## src/hw/rtl/ceu_pkg.sv

```systemverilog
// ----------------------------------------------------------------------------
// ceu_pkg
// Shared types, character codes and helper functions of the escape decoder.
// ----------------------------------------------------------------------------
`default_nettype none

package ceu_pkg;

  // Result queue sizing: up to ResMax results per input beat.
  localparam int unsigned ResMax = 3;
  localparam int unsigned QDepth = 4;
  localparam int unsigned QCntW  = $clog2(QDepth + 1);

  // Character codes
  localparam logic [7:0] ChBslash = 8'h5C;
  localparam logic [7:0] ChZero   = 8'h30;
  localparam logic [7:0] ChSeven  = 8'h37;
  localparam logic [7:0] ChNine   = 8'h39;
  localparam logic [7:0] ChUpA    = 8'h41;
  localparam logic [7:0] ChUpF    = 8'h46;
  localparam logic [7:0] ChLoA    = 8'h61;
  localparam logic [7:0] ChLoB    = 8'h62;
  localparam logic [7:0] ChLoF    = 8'h66;
  localparam logic [7:0] ChLoN    = 8'h6E;
  localparam logic [7:0] ChLoR    = 8'h72;
  localparam logic [7:0] ChLoT    = 8'h74;
  localparam logic [7:0] ChLoV    = 8'h76;
  localparam logic [7:0] ChLoX    = 8'h78;
  localparam logic [7:0] ChUpX    = 8'h58;

  // Control codes produced by the letter escapes
  localparam logic [7:0] CtlBel = 8'd7;
  localparam logic [7:0] CtlBs  = 8'd8;
  localparam logic [7:0] CtlFf  = 8'd12;
  localparam logic [7:0] CtlLf  = 8'd10;
  localparam logic [7:0] CtlCr  = 8'd13;
  localparam logic [7:0] CtlHt  = 8'd9;
  localparam logic [7:0] CtlVt  = 8'd11;

  // One result beat
  typedef struct packed {
    logic [7:0] data;
    logic       byte_valid;
    logic       eos;
  } ceu_res_t;

  // Results of one input beat, first result in res[0]
  typedef struct packed {
    logic [1:0]            cnt;
    ceu_res_t [ResMax-1:0] res;
  } ceu_push_t;

  function automatic logic is_oct_f(logic [7:0] c);
    return (c >= ChZero) && (c <= ChSeven);
  endfunction

  function automatic logic is_hex_f(logic [7:0] c);
    return ((c >= ChZero) && (c <= ChNine)) ||
           ((c >= ChUpA) && (c <= ChUpF)) ||
           ((c >= ChLoA) && (c <= ChLoF));
  endfunction

  // Digit value; letters map through their low nibble plus nine
  function automatic logic [3:0] hex_val_f(logic [7:0] c);
    logic [3:0] v;
    if (c <= ChNine) begin
      v = c[3:0];
    end else begin
      v = c[3:0] + 4'd9;
    end
    return v;
  endfunction

  // Append one data byte to a result list, drop it when full
  function automatic ceu_push_t push_f(ceu_push_t l, logic [7:0] b);
    ceu_push_t r;
    ceu_res_t  e;
    r = l;
    e.data       = b;
    e.byte_valid = 1'b1;
    e.eos        = 1'b0;
    unique case (l.cnt)
      2'd0:    r.res[0] = e;
      2'd1:    r.res[1] = e;
      2'd2:    r.res[2] = e;
      default: r.res    = l.res;
    endcase
    if (l.cnt != 2'd3) begin
      r.cnt = l.cnt + 2'd1;
    end
    return r;
  endfunction

endpackage

`default_nettype wire

```

## src/hw/rtl/ceu_decoder.sv

```systemverilog
// ----------------------------------------------------------------------------
// ceu_decoder
// Escape scanner state and the single-pass decode of one registered byte.
// ----------------------------------------------------------------------------
`default_nettype none

module ceu_decoder (
  input  logic              clk_i,
  input  logic              rst_ni,
  input  logic              fire_i,
  input  logic [7:0]        byte_i,
  input  logic              last_i,
  output ceu_pkg::ceu_push_t push_o
);
  import ceu_pkg::*;

  // Scanner modes
  localparam logic [1:0] ModePlain = 2'd0;
  localparam logic [1:0] ModeEsc   = 2'd1;
  localparam logic [1:0] ModeOct   = 2'd2;
  localparam logic [1:0] ModeHex   = 2'd3;

  logic [1:0] mode_q, mode_d;
  logic [1:0] cnt_q, cnt_d;
  logic       up_q, up_d;
  logic [7:0] h0_q, h0_d;
  logic [7:0] h1_q, h1_d;
  ceu_push_t  list;
  logic       replay;

  // Decode one byte against the current mode
  always_comb begin
    list   = '0;
    mode_d = mode_q;
    cnt_d  = cnt_q;
    up_d   = up_q;
    h0_d   = h0_q;
    h1_d   = h1_q;
    replay = 1'b0;

    unique case (mode_q)
      ModeEsc: begin
        mode_d = ModePlain;
        unique case (byte_i)
          ChLoA: list = push_f(list, CtlBel);
          ChLoB: list = push_f(list, CtlBs);
          ChLoF: list = push_f(list, CtlFf);
          ChLoN: list = push_f(list, CtlLf);
          ChLoR: list = push_f(list, CtlCr);
          ChLoT: list = push_f(list, CtlHt);
          ChLoV: list = push_f(list, CtlVt);
          ChLoX, ChUpX: begin
            mode_d = ModeHex;
            cnt_d  = 2'd0;
            up_d   = (byte_i == ChUpX);
          end
          default: begin
            if (is_oct_f(byte_i)) begin
              mode_d = ModeOct;
              h0_d   = byte_i;
              cnt_d  = 2'd1;
            end else begin
              list = push_f(list, byte_i);
            end
          end
        endcase
      end
      ModeOct: begin
        if (is_oct_f(byte_i) && (cnt_q < 2'd2)) begin
          h1_d  = byte_i;
          cnt_d = 2'd2;
        end else if (is_oct_f(byte_i)) begin
          list   = push_f(list, {h0_q[1:0], h1_q[2:0], byte_i[2:0]});
          mode_d = ModePlain;
          cnt_d  = 2'd0;
          up_d   = 1'b0;
        end else begin
          // Short run: held digits go out as text, byte is rescanned
          list = push_f(list, h0_q);
          if (cnt_q == 2'd2) begin
            list = push_f(list, h1_q);
          end
          mode_d = ModePlain;
          cnt_d  = 2'd0;
          up_d   = 1'b0;
          replay = 1'b1;
        end
      end
      ModeHex: begin
        if (is_hex_f(byte_i) && (cnt_q == 2'd0)) begin
          h0_d  = byte_i;
          cnt_d = 2'd1;
        end else if (is_hex_f(byte_i)) begin
          list   = push_f(list, {hex_val_f(h0_q), hex_val_f(byte_i)});
          mode_d = ModePlain;
          cnt_d  = 2'd0;
          up_d   = 1'b0;
        end else begin
          // Short run: letter and any held digit go out as text
          list = push_f(list, up_q ? ChUpX : ChLoX);
          if (cnt_q != 2'd0) begin
            list = push_f(list, h0_q);
          end
          mode_d = ModePlain;
          cnt_d  = 2'd0;
          up_d   = 1'b0;
          replay = 1'b1;
        end
      end
      ModePlain: begin
        replay = 1'b1;
      end
    endcase

    // Plain text handling
    if (replay) begin
      if (byte_i == ChBslash) begin
        mode_d = ModeEsc;
      end else begin
        list = push_f(list, byte_i);
      end
    end

    // Flush a pending sequence at end of string and mark the last beat
    if (last_i) begin
      if (mode_d == ModeOct) begin
        if (cnt_d >= 2'd2) begin
          list = push_f(list, {2'b00, h0_d[2:0], h1_d[2:0]});
        end else begin
          list = push_f(list, {5'b00000, h0_d[2:0]});
        end
      end else if (mode_d == ModeHex) begin
        if (cnt_d != 2'd0) begin
          list = push_f(list, {4'b0000, hex_val_f(h0_d)});
        end else begin
          list = push_f(list, up_d ? ChUpX : ChLoX);
        end
      end
      mode_d = ModePlain;
      cnt_d  = 2'd0;
      up_d   = 1'b0;
      unique case (list.cnt)
        2'd0: begin
          list.res[0].data       = 8'd0;
          list.res[0].byte_valid = 1'b0;
          list.res[0].eos        = 1'b1;
          list.cnt               = 2'd1;
        end
        2'd1:    list.res[0].eos = 1'b1;
        2'd2:    list.res[1].eos = 1'b1;
        default: list.res[2].eos = 1'b1;
      endcase
    end
  end

  // Drive results only on a decoded beat
  always_comb begin
    push_o = list;
    if (!fire_i) begin
      push_o.cnt = 2'd0;
    end
  end

  // Advance control state
  always_ff @(posedge clk_i or negedge rst_ni) begin
    if (!rst_ni) begin
      mode_q <= ModePlain;
      cnt_q  <= 2'd0;
      up_q   <= 1'b0;
    end else if (fire_i) begin
      mode_q <= mode_d;
      cnt_q  <= cnt_d;
      up_q   <= up_d;
    end
  end

  // Hold digit bytes
  always_ff @(posedge clk_i) begin
    if (fire_i) begin
      h0_q <= h0_d;
      h1_q <= h1_d;
    end
  end

endmodule

`default_nettype wire

```

## src/hw/rtl/ceu_res_queue.sv

```systemverilog
// ----------------------------------------------------------------------------
// ceu_res_queue
// Shifting result queue: takes up to three results per cycle, drains one beat.
// ----------------------------------------------------------------------------
`default_nettype none

module ceu_res_queue (
  input  logic              clk_i,
  input  logic              rst_ni,
  input  ceu_pkg::ceu_push_t push_i,
  output logic              room_o,
  output logic              out_valid_o,
  input  logic              out_stall_i,
  output ceu_pkg::ceu_res_t  head_o
);
  import ceu_pkg::*;

  ceu_res_t         slot_q [QDepth];
  ceu_res_t         slot_d [QDepth];
  logic [QCntW-1:0] count_q, count_d;
  logic [QCntW-1:0] base;
  logic             pop;

  assign pop    = (count_q != '0) && !out_stall_i;
  assign base   = count_q - QCntW'(pop);
  assign room_o = (count_q <= QCntW'(QDepth - ResMax));

  // Shift out the head, then drop new results in behind the survivors
  always_comb begin
    slot_d = slot_q;
    if (pop) begin
      for (int j = 0; j < QDepth - 1; j++) begin
        slot_d[j] = slot_q[j + 1];
      end
    end
    for (int j = 0; j < QDepth; j++) begin
      for (int k = 0; k < ResMax; k++) begin
        if ((2'(k) < push_i.cnt) && ((base + QCntW'(k)) == QCntW'(j))) begin
          slot_d[j] = push_i.res[k];
        end
      end
    end
    count_d = base + QCntW'(push_i.cnt);
  end

  always_ff @(posedge clk_i or negedge rst_ni) begin
    if (!rst_ni) begin
      count_q <= '0;
    end else begin
      count_q <= count_d;
    end
  end

  always_ff @(posedge clk_i) begin
    slot_q <= slot_d;
  end

  assign out_valid_o = (count_q != '0);
  assign head_o      = slot_q[0];

endmodule

`default_nettype wire

```

## src/hw/rtl/c_escape_unescaper_unit.sv

```systemverilog
// ----------------------------------------------------------------------------
// c_escape_unescaper_unit
// C string escape decoder: one source byte in, zero to three decoded bytes out.
// ----------------------------------------------------------------------------
// A source byte accepted into the input register is decoded from it once the
// result queue has room, and its results are written into the queue, whose head
// drives the outputs. The block takes one byte per cycle as long as each byte
// yields at most one result and the output is not stalled. A byte that yields
// two or three results stalls the input while the queue drains. The four-entry
// result queue drains one beat per cycle unless out_stall_i is high, and the
// input register waits until the queue has room for three more results.
// The last byte of a string always ends with a beat marked end_of_string,
// which carries byte_valid low when that byte produced no data.
`default_nettype none

module c_escape_unescaper_unit (
  input  logic       clk_i,
  input  logic       rst_ni,
  input  logic       in_valid_i,
  output logic       in_stall_o,
  input  logic [7:0] in_byte_i,
  input  logic       last_of_string_i,
  output logic       out_valid_o,
  input  logic       out_stall_i,
  output logic [7:0] out_byte_o,
  output logic       byte_valid_o,
  output logic       end_of_string_o
);
  import ceu_pkg::*;

  logic       in_valid_q, in_valid_d;
  logic [7:0] in_byte_q;
  logic       in_last_q;
  logic       accept;
  logic       fire;
  logic       room;
  ceu_push_t  push;
  ceu_res_t   head;

  // Decode the held beat once the queue can take its results
  assign fire       = in_valid_q && room;
  assign in_stall_o = in_valid_q && !room;
  assign accept     = in_valid_i && !in_stall_o;

  always_comb begin
    in_valid_d = in_valid_q;
    if (accept) begin
      in_valid_d = 1'b1;
    end else if (fire) begin
      in_valid_d = 1'b0;
    end
  end

  always_ff @(posedge clk_i or negedge rst_ni) begin
    if (!rst_ni) begin
      in_valid_q <= 1'b0;
    end else begin
      in_valid_q <= in_valid_d;
    end
  end

  // Capture the input beat
  always_ff @(posedge clk_i) begin
    if (accept) begin
      in_byte_q <= in_byte_i;
      in_last_q <= last_of_string_i;
    end
  end

  ceu_decoder u_decoder (
    .clk_i  (clk_i),
    .rst_ni (rst_ni),
    .fire_i (fire),
    .byte_i (in_byte_q),
    .last_i (in_last_q),
    .push_o (push)
  );

  ceu_res_queue u_res_queue (
    .clk_i       (clk_i),
    .rst_ni      (rst_ni),
    .push_i      (push),
    .room_o      (room),
    .out_valid_o (out_valid_o),
    .out_stall_i (out_stall_i),
    .head_o      (head)
  );

  assign out_byte_o      = head.data;
  assign byte_valid_o    = head.byte_valid;
  assign end_of_string_o = head.eos;

endmodule

`default_nettype wire

```

## config.mk

```make
export PLATFORM = sky130hd
export DESIGN_NAME = c_escape_unescaper_unit
export DESIGN_NICKNAME = d
export VERILOG_FILES = /design/src/hw/rtl/ceu_pkg.sv /design/src/hw/rtl/ceu_decoder.sv /design/src/hw/rtl/ceu_res_queue.sv /design/src/hw/rtl/c_escape_unescaper_unit.sv
export SDC_FILE = /design/constraint.sdc
export NUM_CORES = 1
export LEC_CHECK = 0
export ABC_AREA = 0
export BUFFER_PORTS_ARGS = -buffer_cell sky130_fd_sc_hd__buf_2
export CORE_UTILIZATION = 60
export CTS_CLUSTER_SIZE = 20
export DETAILED_ROUTE_END_ITERATION = 7
export PLACE_DENSITY_LB_ADDON = 0.2
export SLEW_MARGIN = 20
export SYNTH_ARGS = -nofsm -noshare
export SYNTH_HDL_FRONTEND = slang
export SYNTH_HIERARCHICAL = 1
export SYNTH_SLANG_ARGS = --single-unit
```

## constraint.sdc

```tcl
create_clock -name clk_i -period 8.7 [get_ports clk_i]
set_clock_uncertainty 0.2 [all_clocks]
set_input_delay 0.87 -clock clk_i [delete_from_list [all_inputs] [get_ports clk_i]]
set_output_delay 0.87 -clock clk_i [all_outputs]
set_load 0.02 [all_outputs]
```

==> results.cfg <==
[global_routing]
antenna_found_initial = 0
first_global_vias = 5138
grt_pass1_wl_mm = 28.1
grtUsageTotal = 0.368
grt_max_degree = 30
grt-ovfl-total = 0

[sta]
tns_ns = 0
hold_viol_final = 0
relSlewSlack = 0.177
finalCriticalPeriod_ns = 6.69
max_freq_mhz = 149
setup_violations = 0
drv_slew = 0
finalCritPeriodShare = 0.770
rsz0062_at_grt = no
worstMarginPinSlew_ns = 1.22
hold-worst-slack_ns = 0.156

[clock_network]
h-tree-depth = 3
clk_latency_ns = 0.35
cts-root-buf = clkbuf_8
post-cts-setup-buffers = 0
hold_buffers = 0
cts_resized = 0
path_clk_slew_ns = 0.08
cts_sinks = 74
cts_tree = yes
cts_made_buffers = 9
clockBufferDepth = 2

[final_layout]
fillers = 858
fin_nets = 688
final_util = 0.647
multiInputGateArea_sq_um = 3550
most-common-layout-cells = nand2_1, edfxtp_1, a21oi_1, mux2i_1
drive_above_1_share = 0.142
area_growth_pct = 4.10
final_cell_count_no_fill = 793
antenna_cells = 0
final_common_cell = nand2_1
ff_latch_area_sq_um = 2180

[floorplan]
io_pins = 25
num_rows = 36
core_sq_um = 9820
die_w_um = 103
start_util = 0.621
dieArea_sq_um = 10600
die_y_um = 103

[logic_synthesis]
synthTopCellsByArea = edfxtp_1, mux2i_1, a21oi_1, nand2_1, dfrtp_1
synth-seq-cells = 74
async_reset_ff_frac = 0.122
synth_cell_types = 90
synth_top_area_share = 0.320
synth_largest_area_cell = edfxtp_1
yosysSeqAreaShare = 0.357
synth_ff_type = edfxtp_1
synth_edf_count = 65
syn-cell-area_sq_um = 6100
ys.warnings.count = 6
syn_avg_cell_area_sq_um = 9.16
synthCells = 666
synthesis.nets = 698

[power]
p_leak_uw = 0.00225
p_per_area_nw_per_um2 = 222
vdd_drop_max_mv = 0.242

[min_path]
hold_class = in -> async

[routing]
drt_wl_total_mm = 18.5
m1WireLength_mm = 7.59
top_signal_layer_used = met4
wl_met2_mm = 7.78
routedWlPerCell_um = 23.3
first_iter_violations = 745
drtAntennaViolNets = 0
avgViaCountPerCell = 7.01
met3WireLength_mm = 2.37
dr.pass1.iters = 6
vias = 5560
drc = 0

[placement]
dp.final_hpwl_mm = 13.7
gp_congestion = 1.06
place_inst = 778
portBuffers = 24

[critical_path]
path_max_fanout = 14
required_ns = 8.69
end_kind = flip-flop
cp.arrival_ns = 6.68
startpoint_type = flip-flop
criticalPathCategory = reg -> reg

[run]
maxCapViolations = 0

[status]
outcome = finished clean
[layout make-up]
| cell class | count | area share |
|---|---|---|
| tap | 133 | 0.0262 |
| sequential | 74 | 0.343 |
| multi-input combinational | 511 | 0.559 |
| clock buffer | 10 | 0.0201 |
| clock inverter | 5 | 0.00867 |
| timing repair buffer | 30 | 0.0260 |
| inverter | 30 | 0.0177 |
[routing by layer]
metal,vias up,track usage
met5,-,0
met4,0,0.176
met3,88,0.119
met2,379,0.537
met1,2621,0.495
li1,2472,-
[worst max-delay path, stage by stage (launching register included)]
cell	delay, ns
edfxtp_1	0.58
inv_1	0.22
ha_1	0.20
nor2_1	0.05
o21ai_0	0.26
a32o_1	0.52
ha_1	0.40
nand3_1	0.23
a31oi_1	0.76
nand2_1	0.38
maj3_1	0.45
a21oi_1	0.46
nand2_1	0.20
nor3b_2	0.92
a21oi_1	0.40
a21oi_1	0.28
[path summary, 6_finish.rpt]
check / from / endpoint / slack (ns) / cells past startpoint
worst max-delay path: in_byte_q[0] / u_res_queue/head_o[9] / 2.01 / 15
worst min register to register: in_valid_q / in_valid_q / 0.34 / 2
max in group asynchronous: rst_ni / u_res_queue/count_q[1] / 7.97 / 1
worst max register to register: in_byte_q[0] / u_res_queue/head_o[9] / 2.01 / 15
worst min-delay path: rst_ni / u_res_queue/count_q[0] / 0.16 / 1
min in group clk_i: in_valid_q / in_valid_q / 0.34 / 2
[synthesized netlist by cell type (all sizes together) (7+ instances only)]
library cell / instances
nor2: 38
a22oi: 16
o21ai: 38
or2: 14
and3: 8
and2: 10
o22ai: 28
edfxtp: 65
o31ai: 7
nand2: 67
buf: 33
nor3: 12
a21oi: 59
clkbuf: 18
nand3: 17
a31oi: 7
nand2b: 12
mux2i: 57
ha: 18
inv: 30
dfrtp: 9
[logic make-up (layout without fill, tap and decap cells)]
| group | after synthesis | in the layout | share of synthesized area |
|---|---|---|---|
| XOR/XNOR | 8 | 8 | 0.0127 |
| AO/OA/AOI/OAI | 209 | 209 | 0.226 |
| adder cells (fa/ha/maj) | 20 | 20 | 0.0418 |
| buffers and inverters | 81 | 75 | 0.0642 |
| multiplexers | 62 | 62 | 0.105 |
| flip-flops | 74 | 74 | 0.357 |
| AND/OR/NAND/NOR | 212 | 212 | 0.193 |
[metrics by stage]
stage	area [sq um]	setup slack, ns	power [uW]
3_3_place_gp	6170	2.74	1130
3_5_place_dp	6170	2.34	1140
4_1_cts	6350	2.32	1400
5_1_grt	6350	1.62	1480
2_1_floorplan	6100	4.01	980
6_report	6350	2.01	1410
[flip-flops by register name, summed over array words and instances (netlist names), 2 cells and up]
name                 count
u_decoder/mode_q         2
u_res_queue/count_q      3
u_decoder/h1_q           8
u_decoder/h0_q           8
u_res_queue/head_o      10
u_res_queue/slot_q      30
in_byte_q                8
u_decoder/cnt_q          2
[where the power goes]
group	internal (uW)	switching (uW)	total, uW
logic	193	370	563
registers	510	79.8	589
clock network	131	129	259
total	833	579	1410
(Power assumes the default switching activity.)
